`src/sv/lbf_pkg.sv`:
```
// Shared constants, codes and types of the learning bridge forwarder.
package lbf_pkg;

  // Table and field sizes.
  localparam int TABLE_ENTRIES = 64;
  localparam int MAX_PORTS     = 8;
  localparam int MAC_W         = 48;
  localparam int PORT_W        = 3;
  localparam int MASK_W        = 8;
  localparam int AGE_W         = 11;
  localparam int LIMIT_W       = 10;
  localparam int APORTS_W      = 4;
  localparam int CFG_W         = 10;
  localparam int CFG_IDX_W     = 1;

  // Count of active ports widened by one so the port count itself fits.
  localparam int CNT_W = $clog2(MAX_PORTS + 1);

  localparam logic [AGE_W-1:0]    AGE_MAX          = '1;
  localparam logic [LIMIT_W-1:0]  AGE_LIMIT_RST    = LIMIT_W'(300);
  localparam logic [APORTS_W-1:0] ACTIVE_PORTS_RST = APORTS_W'(MAX_PORTS);

  // Configuration register indexes.
  localparam logic [CFG_IDX_W-1:0] CFG_ACTIVE_PORTS = 1'b0;
  localparam logic [CFG_IDX_W-1:0] CFG_AGE_LIMIT    = 1'b1;

  // Item operation codes.
  localparam logic OP_FRAME = 1'b0;
  localparam logic OP_TICK  = 1'b1;

  // Token that walks down the row of cells, gathering search results.
  typedef struct packed {
    logic              tok;
    logic              dhit;
    logic [PORT_W-1:0] dport;
    logic              shit;
    logic              ffound;
  } scan_t;

  // Item and control fields seen by every cell at once.
  typedef struct packed {
    logic               op;
    logic [MAC_W-1:0]   src;
    logic [MAC_W-1:0]   dst;
    logic [PORT_W-1:0]  port;
    logic [LIMIT_W-1:0] limit;
    logic               commit;
  } cmd_t;

endpackage

```
`src/sv/lbf_cell.sv`:
```
// One table entry of the bridge: lookup, refresh, aging and free-slot claim.
module lbf_cell (
  input  logic           clk,
  input  logic           rst_n,
  input  lbf_pkg::cmd_t  cmd,
  input  lbf_pkg::scan_t scan_in,
  output lbf_pkg::scan_t scan_out,
  output logic           cand
);
  import lbf_pkg::*;

  logic               valid_r, valid_nxt;
  logic               cand_r, cand_nxt;
  logic [MAC_W-1:0]   mac_r, mac_nxt;
  logic [PORT_W-1:0]  port_r, port_nxt;
  logic [AGE_W-1:0]   age_r, age_nxt;
  scan_t              scan_r, scan_nxt;
  logic               frame;
  logic               dmatch;
  logic               smatch;
  logic [AGE_W-1:0]   aged;

  assign frame  = (cmd.op == OP_FRAME);
  assign dmatch = valid_r && (mac_r == cmd.dst);
  assign smatch = valid_r && (mac_r == cmd.src);
  assign aged   = (age_r < AGE_MAX) ? age_r + AGE_W'(1) : age_r;

  // Fold this entry into the token, using the entry as it was before this item.
  always_comb begin
    scan_nxt        = scan_in;
    scan_nxt.dhit   = scan_in.dhit || (frame && dmatch);
    scan_nxt.dport  = (!scan_in.dhit && dmatch) ? port_r : scan_in.dport;
    scan_nxt.shit   = scan_in.shit || (frame && smatch);
    scan_nxt.ffound = scan_in.ffound || !valid_r;
  end

  // Entry update while the token passes, or when a new address is committed.
  always_comb begin
    valid_nxt = valid_r;
    cand_nxt  = cand_r;
    mac_nxt   = mac_r;
    port_nxt  = port_r;
    age_nxt   = age_r;
    if (scan_in.tok) begin
      if (frame) begin
        cand_nxt = !valid_r && !scan_in.ffound;
        if (smatch) begin
          port_nxt = cmd.port;
          age_nxt  = '0;
        end
      end else begin
        cand_nxt = 1'b0;
        if (valid_r) begin
          age_nxt = aged;
          if (aged > AGE_W'(cmd.limit)) begin
            valid_nxt = 1'b0;
          end
        end
      end
    end else if (cmd.commit && cand_r) begin
      valid_nxt = 1'b1;
      cand_nxt  = 1'b0;
      mac_nxt   = cmd.src;
      port_nxt  = cmd.port;
      age_nxt   = '0;
    end
  end

  // Control state is reset; entry contents and token results are not.
  always_ff @(posedge clk) begin
    if (!rst_n) begin
      valid_r    <= 1'b0;
      cand_r     <= 1'b0;
      scan_r.tok <= 1'b0;
    end else begin
      valid_r    <= valid_nxt;
      cand_r     <= cand_nxt;
      scan_r.tok <= scan_nxt.tok;
    end
    mac_r         <= mac_nxt;
    port_r        <= port_nxt;
    age_r         <= age_nxt;
    scan_r.dhit   <= scan_nxt.dhit;
    scan_r.dport  <= scan_nxt.dport;
    scan_r.shit   <= scan_nxt.shit;
    scan_r.ffound <= scan_nxt.ffound;
  end

  assign scan_out = scan_r;
  assign cand     = cand_r;

endmodule

```
`config.mk`:
```
export PLATFORM = sky130hd
export DESIGN_NAME = lbf_cell
export DESIGN_NICKNAME = d
export VERILOG_FILES = /design/src/sv/lbf_pkg.sv /design/src/sv/lbf_cell.sv
export SDC_FILE = /design/constraint.sdc
export NUM_CORES = 1
export LEC_CHECK = 0
export ABC_CLOCK_PERIOD_IN_PS = 9430
export CORE_MARGIN = 2
export CORE_UTILIZATION = 38
export DETAILED_ROUTE_END_ITERATION = 10
export DONT_BUFFER_PORTS = 1
export HOLD_SLACK_MARGIN = 0.08
export MAX_ROUTING_LAYER = met4
export SLEW_MARGIN = 20
export SYNTH_ARGS = -nofsm -noshare
export SYNTH_HDL_FRONTEND = slang
export SYNTH_SLANG_ARGS = --single-unit
```
`constraint.sdc`:
```
create_clock -name clk -period 9.43 [get_ports clk]
set_input_delay 0.943 -clock clk [delete_from_list [all_inputs] [get_ports clk]]
set_output_delay 0.943 -clock clk [all_outputs]
set_load 0.05 [all_outputs]
```
# [Word level (Yosys, flattened, before mapping)]
# Index checks and enable logic that the tools add are counted.
[word_totals] ff_bits=71 output_inout_bits=8 input_bits=120 word_cells=59
[op_classes] muxes=19 bitwise=2 n_addsub=1 order_cmp=2 reduce_logical=18 n_eq_ne=7
[op_table] op="48-bit == test" count=2
[op_table] op="11-bit two-way mux" count=6
[op_table] op="3-bit two-way mux" count=5
[op_table] op="11-bit by 1-bit adder with 11-bit output, second input constant" count=1
[op_table] op="11-bit by 10-bit > comparator with 1-bit output" count=1
[op_table] op="11-bit < comparator, second input constant" count=1
[op_table] op="1-bit two-way mux" count=8
[op_table] op="1-bit logical AND" count=7
[op_table] op="3-bit by 2-bit inequality test with 1-bit output, second input constant" count=2
[op_table] op="3-bit AND reduction" count=2
[op_table] op="2-bit inequality test, second input constant" count=2
[op_table] op="2-bit AND reduction" count=2
[op_table] op="1-bit zero test" count=3
[op_table] op="1-bit logical OR" count=3
[op_table] op="2-bit by 1-bit inequality test with 1-bit output, second input constant" count=1
[op_table] op="1-bit NOT" count=2
[op_table] op="2-bit nonzero test" count=1

# [Logic depth before layout (Yosys ltp)]
[logic_depth] word_depth=7 ltp_mapped=12 ltp_nobuf=11

# [Worst setup path after synthesis]
# OpenSTA, ideal clock, no wires.
[synth_path] kind="input to register" start="input port cmd[0] (netlist bit)" end="register age_r[0] (enable)" path_stages=4 n_path_buf=0 required_time_ps=9108 t_arrival_ps=3566 setup_ps=322 path_slack_ps=5542 path_cell_list="nand2_1 nor2_1 a21o_1 a31o_2"
[synth_via] elab_chain_cells=3
[synth_lines] element="start, declared" line="lbf_cell.sv:5" text="input lbf_pkg::cmd_t cmd,"
[synth_lines] element="1-bit logical AND" line="lbf_cell.sv:60" text="end else if (cmd.commit && cand_r) begin"
[synth_lines] element="2-bit nonzero test (no source line)"
[synth_lines] element="3-bit AND reduction (no source line)"
[synth_lines] element="end signal, assigned" line="lbf_cell.sv:82" text="age_r <= age_nxt;"
[synth_lines] element="end, declared" line="lbf_cell.sv:16" text="logic [AGE_W-1:0] age_r, age_nxt;"
# No other way between the ends.
# A chain may end at the register's enable or synchronous reset.

# [Worst setup path after layout]
[layout_path] start="register age_r[2]" end="register valid_r"
[layout_via] elab_chain_cells=7 word_cells_on_any_way=8 cone_classes="1 x add/sub; 2 x order compare; 5 x mux"
[layout_lines] element="11-bit by 1-bit adder with 11-bit output or 11-bit < comparator (tied branches)" line="lbf_cell.sv:26" text="assign aged = (age_r < AGE_MAX) ? age_r + AGE_W'(1) : age_r;"
[layout_lines] element="11-bit two-way mux (*)" line="lbf_cell.sv:26"
[layout_lines] element="net aged[4]" line="lbf_cell.sv:21" text="logic [AGE_W-1:0] aged;"
[layout_lines] element="11-bit by 10-bit > comparator with 1-bit output (*)" line="lbf_cell.sv:55" text="if (aged > AGE_W'(cmd.limit)) begin"
[layout_lines] element="1-bit two-way mux (*)" line="lbf_cell.sv:55"
[layout_lines] element="1-bit two-way mux (*)" line="lbf_cell.sv:53" text="if (valid_r) begin"
[layout_lines] element="1-bit two-way mux (*)" line="lbf_cell.sv:45" text="if (frame) begin"
[layout_lines] element="1-bit two-way mux (*)" line="lbf_cell.sv:44" text="if (scan_in.tok) begin"
[layout_lines] element="end signal, assigned" line="lbf_cell.sv:76" text="valid_r <= valid_nxt;"
[layout_lines] element="end, declared" line="lbf_cell.sv:12" text="logic valid_r, valid_nxt;"
# The timed path passes the listed nets; every way through them passes the cells marked *. The select of a mux whose other input is x is not followed.

==> results.cfg <==
[setup_path]
timing.rr.end = valid_r$_SDFFE_PN0P_
r2r-start = age_r[2]$_SDFFCE_PN0P_
r2r.worst_path.cells = 11
crit_buf_inv = 0
startpoint_type = flop
crit_chain = and3_1, and4_1, nand4_2, nand4_1, xnor2_1, ha_1, nand4_1, a21oi_1, a2111oi_0, a21oi_1, o31ai_1
arrival_ns = 3.19
cpMaxStageDelayCell = a2111oi_0
crit_path_max_incr_delay_ns = 0.44
crit_path_end_kind = flop
crit_family = simple AND/OR/NAND/NOR gates
cp_num_cells = 11
critPathKind = flop to flop
rrSetupSlack_ns = 6.52
crit_fanout = 9
required_ns = 9.71

[detailed_routing]
dr.pass1.iters = 4
drc = 0
drt-vias-per-instance = 5.16
drt-initial-drc-count = 120
routed_wirelength_um = 8760
ant_nets = 0
wl_per_cell_um = 19.0
dr_total_vias = 2385

[power]
p_int_mw = 0.564
p_seq_share_pct = 50.1
switching_share_pct = 20.0
leakage_nw = 1.50
p_per_area_nw_per_um2 = 166
p_switching_mw = 0.141
p_clk_share_pct = 45.0
pwr-share-comb_pct = 4.9
irDropWorstVdd_uv = 94.1

[die]
placeableCoreArea_sq_um = 9770
dieArea_sq_um = 10800
rows = 36
die_width_um = 104
start_util_pct = 39.0
io_pins = 128
die_h_um = 104

[cells_and_area]
stdcell_count = 462
area_growth_pct = 11.2
nets = 455
fillers = 914
drive_above_1_share_pct = 7.29
diodes = 0

[clock_network]
tritoncts = done
path_clk_slew_ns = 0.08
cts-hold-fix-buffers = 0
post_cts_buffers = 0
ctsResizeCount = 0
clock_path_buffers = 2
h-tree-depth = 3
root_buffer = clkbuf_8
cts_inserted_buffers = 9
clk_latency_ns = 0.36
cts_sinks = 71

[timing]
drv_slew = 0
rsz0062_at_grt = false
fin_tns_setup_ns = 0
hold_viol = 0
relSlewSlack_pct = 55.5
worst_pin_slew_ns = 0.667
finalCritPeriodShare_pct = 30.9
fin_crit_ns = 2.91
setup_violations = 0
finClkSkew_ns = 0.0105
max_freq_mhz = 344

[synthesis]
postSynthAreaPerCell_sq_um = 12.1
ys_seq_area_share_pct = 53.6
ys_ff_latch = 71
synth_nets = 446
ys_warn_count = 0
ys.flop_type = edfxtp_1
postSynth.asyncResetShare_pct = 0
synth_cell_type_count = 41
synthCells = 315
syn_area_sq_um = 3810
synth_edf_count = 62

[placement]
dp.cells = 446
globalplace.congestion = 0.818
hpwl_um = 7090
port_buffers = 0

[global_routing]
grt_overflow = 0
grt_pass1_vias = 2494
grt.total_usage_pct = 16.7
grt_pass1_wl_um = 13200
grt_max_degree = 51
antenna_found_initial = 0

[run_status]
status = finished clean

[worst_hold_path]
hold_path.startpoint = port_r[1]$_DFFE_PP_
min_to = scan_out[3]$_DFF_P_
hold_path.class = flop to flop
hold_depth = 1

[flow_run]
maxCapViolations = 0
[per-stage QoR]
step	hold WS, ns	worst slack, ns	power, mW	instance area, sq um	util [%]
6_report	0.486	6.52	0.704	4240	43.4
3_5_place_dp	0.462	6.29	0.395	3980	40.7
2_1_floorplan	0.421	5.54	0.387	3810	-
3_3_place_gp	0.481	6.34	0.394	3980	40.7
4_1_cts	0.485	6.53	0.713	4240	43.4
5_1_grt	0.507	6.24	0.728	4240	43.4
[cell usage after synthesis, drive strengths merged (3+ instances only)]
master / instances / share of area, %
nand3: 6 / 0.79
nand2b: 6 / 0.99
nor2b: 9 / 1.5
and3: 5 / 0.82
xnor2: 39 / 9.0
nor4: 15 / 2.6
dfxtp: 9 / 4.7
inv: 20 / 2.0
mux2: 3 / 0.89
nor3: 5 / 0.79
nand2: 10 / 0.99
nor2: 8 / 0.79
nand4: 16 / 2.8
edfxtp: 62 / 49
ha: 11 / 3.6
a21oi: 12 / 1.6
xor2: 52 / 12
[flip-flops by register name (all words and copies together), names as in the netlist]
| signal | cells |
|---|---|
| cand | 1 |
| scan_out | 7 |
| age_r | 11 |
| valid_r | 1 |
| port_r | 3 |
| mac_r | 48 |
[how the worst max path moves through the flow]
| stage | start | end | slack [ns] |
|---|---|---|---|
| after CTS | age_r[2]$_SDFFCE_PN0P_ | valid_r$_SDFFE_PN0P_ | 6.53 |
| after global placement | cmd[75] | age_r[0]$_SDFFCE_PN0P_ | 6.34 |
| after global routing | age_r[2]$_SDFFCE_PN0P_ | valid_r$_SDFFE_PN0P_ | 6.24 |
| after detailed placement | cmd[90] | age_r[1]$_SDFFCE_PN0P_ | 6.29 |
| after floorplan | cmd[0] | age_r[0]$_SDFFCE_PN0P_ | 5.54 |
| final | age_r[2]$_SDFFCE_PN0P_ | valid_r$_SDFFE_PN0P_ | 6.52 |
[final cells by class]
| class | count | area (sq um) | area share, % |
|---|---|---|---|
| timing repair buffer | 1 | 7.51 | 0.177 |
| tap | 133 | 166 | 3.93 |
| inverter | 20 | 75.1 | 1.77 |
| clock inverter | 7 | 135 | 3.19 |
| sequential | 71 | 2040 | 48.2 |
| clock buffer | 9 | 124 | 2.92 |
| multi-input combinational | 221 | 1690 | 39.8 |
[cell families (layout without fill, tap and decap cells)]
kind of cell / Yosys count / count (layout) / synth area share [%]
xor+xnor: 91 / 91 / 20.9
fa+ha+maj: 11 / 11 / 3.61
flops: 71 / 71 / 53.6
buf+inv: 23 / 37 / 2.30
simple gates: 86 / 86 / 13.2
mux: 4 / 4 / 1.15
compound gates: 29 / 29 / 5.22
[worst register-to-register path, cell delays in order (launching register included)]
cell,delay (ns)
edfxtp_1,0.41
and3_1,0.20
and4_1,0.32
nand4_2,0.25
nand4_1,0.18
xnor2_1,0.17
ha_1,0.29
nand4_1,0.11
a21oi_1,0.06
a2111oi_0,0.44
a21oi_1,0.17
o31ai_1,0.24
[layout by cell type (no fill, tap or decap), types with 7 or more instances in the layout]
cell type  count
nand4_1       15
xnor2_1       39
edfxtp_1      62
ha_1          11
inv_1         20
a21oi_1       12
nand2_1       10
xor2_1        52
nor4_1        14
dfxtp_1        9
nor2b_1        9
clkbuf_8       9
nor2_1         7
[layer usage]
layer  up-vias  routed length, um  global-route usage (%)
met5         -                  0                       -
met4         0                151                    5.98
met3        12                797                    6.58
met2        95               4030                    25.8
met1      1119               3780                    20.0
li1       1159                  -                       -
[power groups by stage]
stage               sequential, mW  clock [mW]  combinational, mW
finish                       0.353       0.317             0.0343
global route                 0.353       0.337             0.0390
CTS                          0.353       0.326             0.0349
detailed placement           0.360           0             0.0347
global placement             0.360           0             0.0340
floorplan                    0.359           0             0.0277
Power figures use the tool's default switching activity.
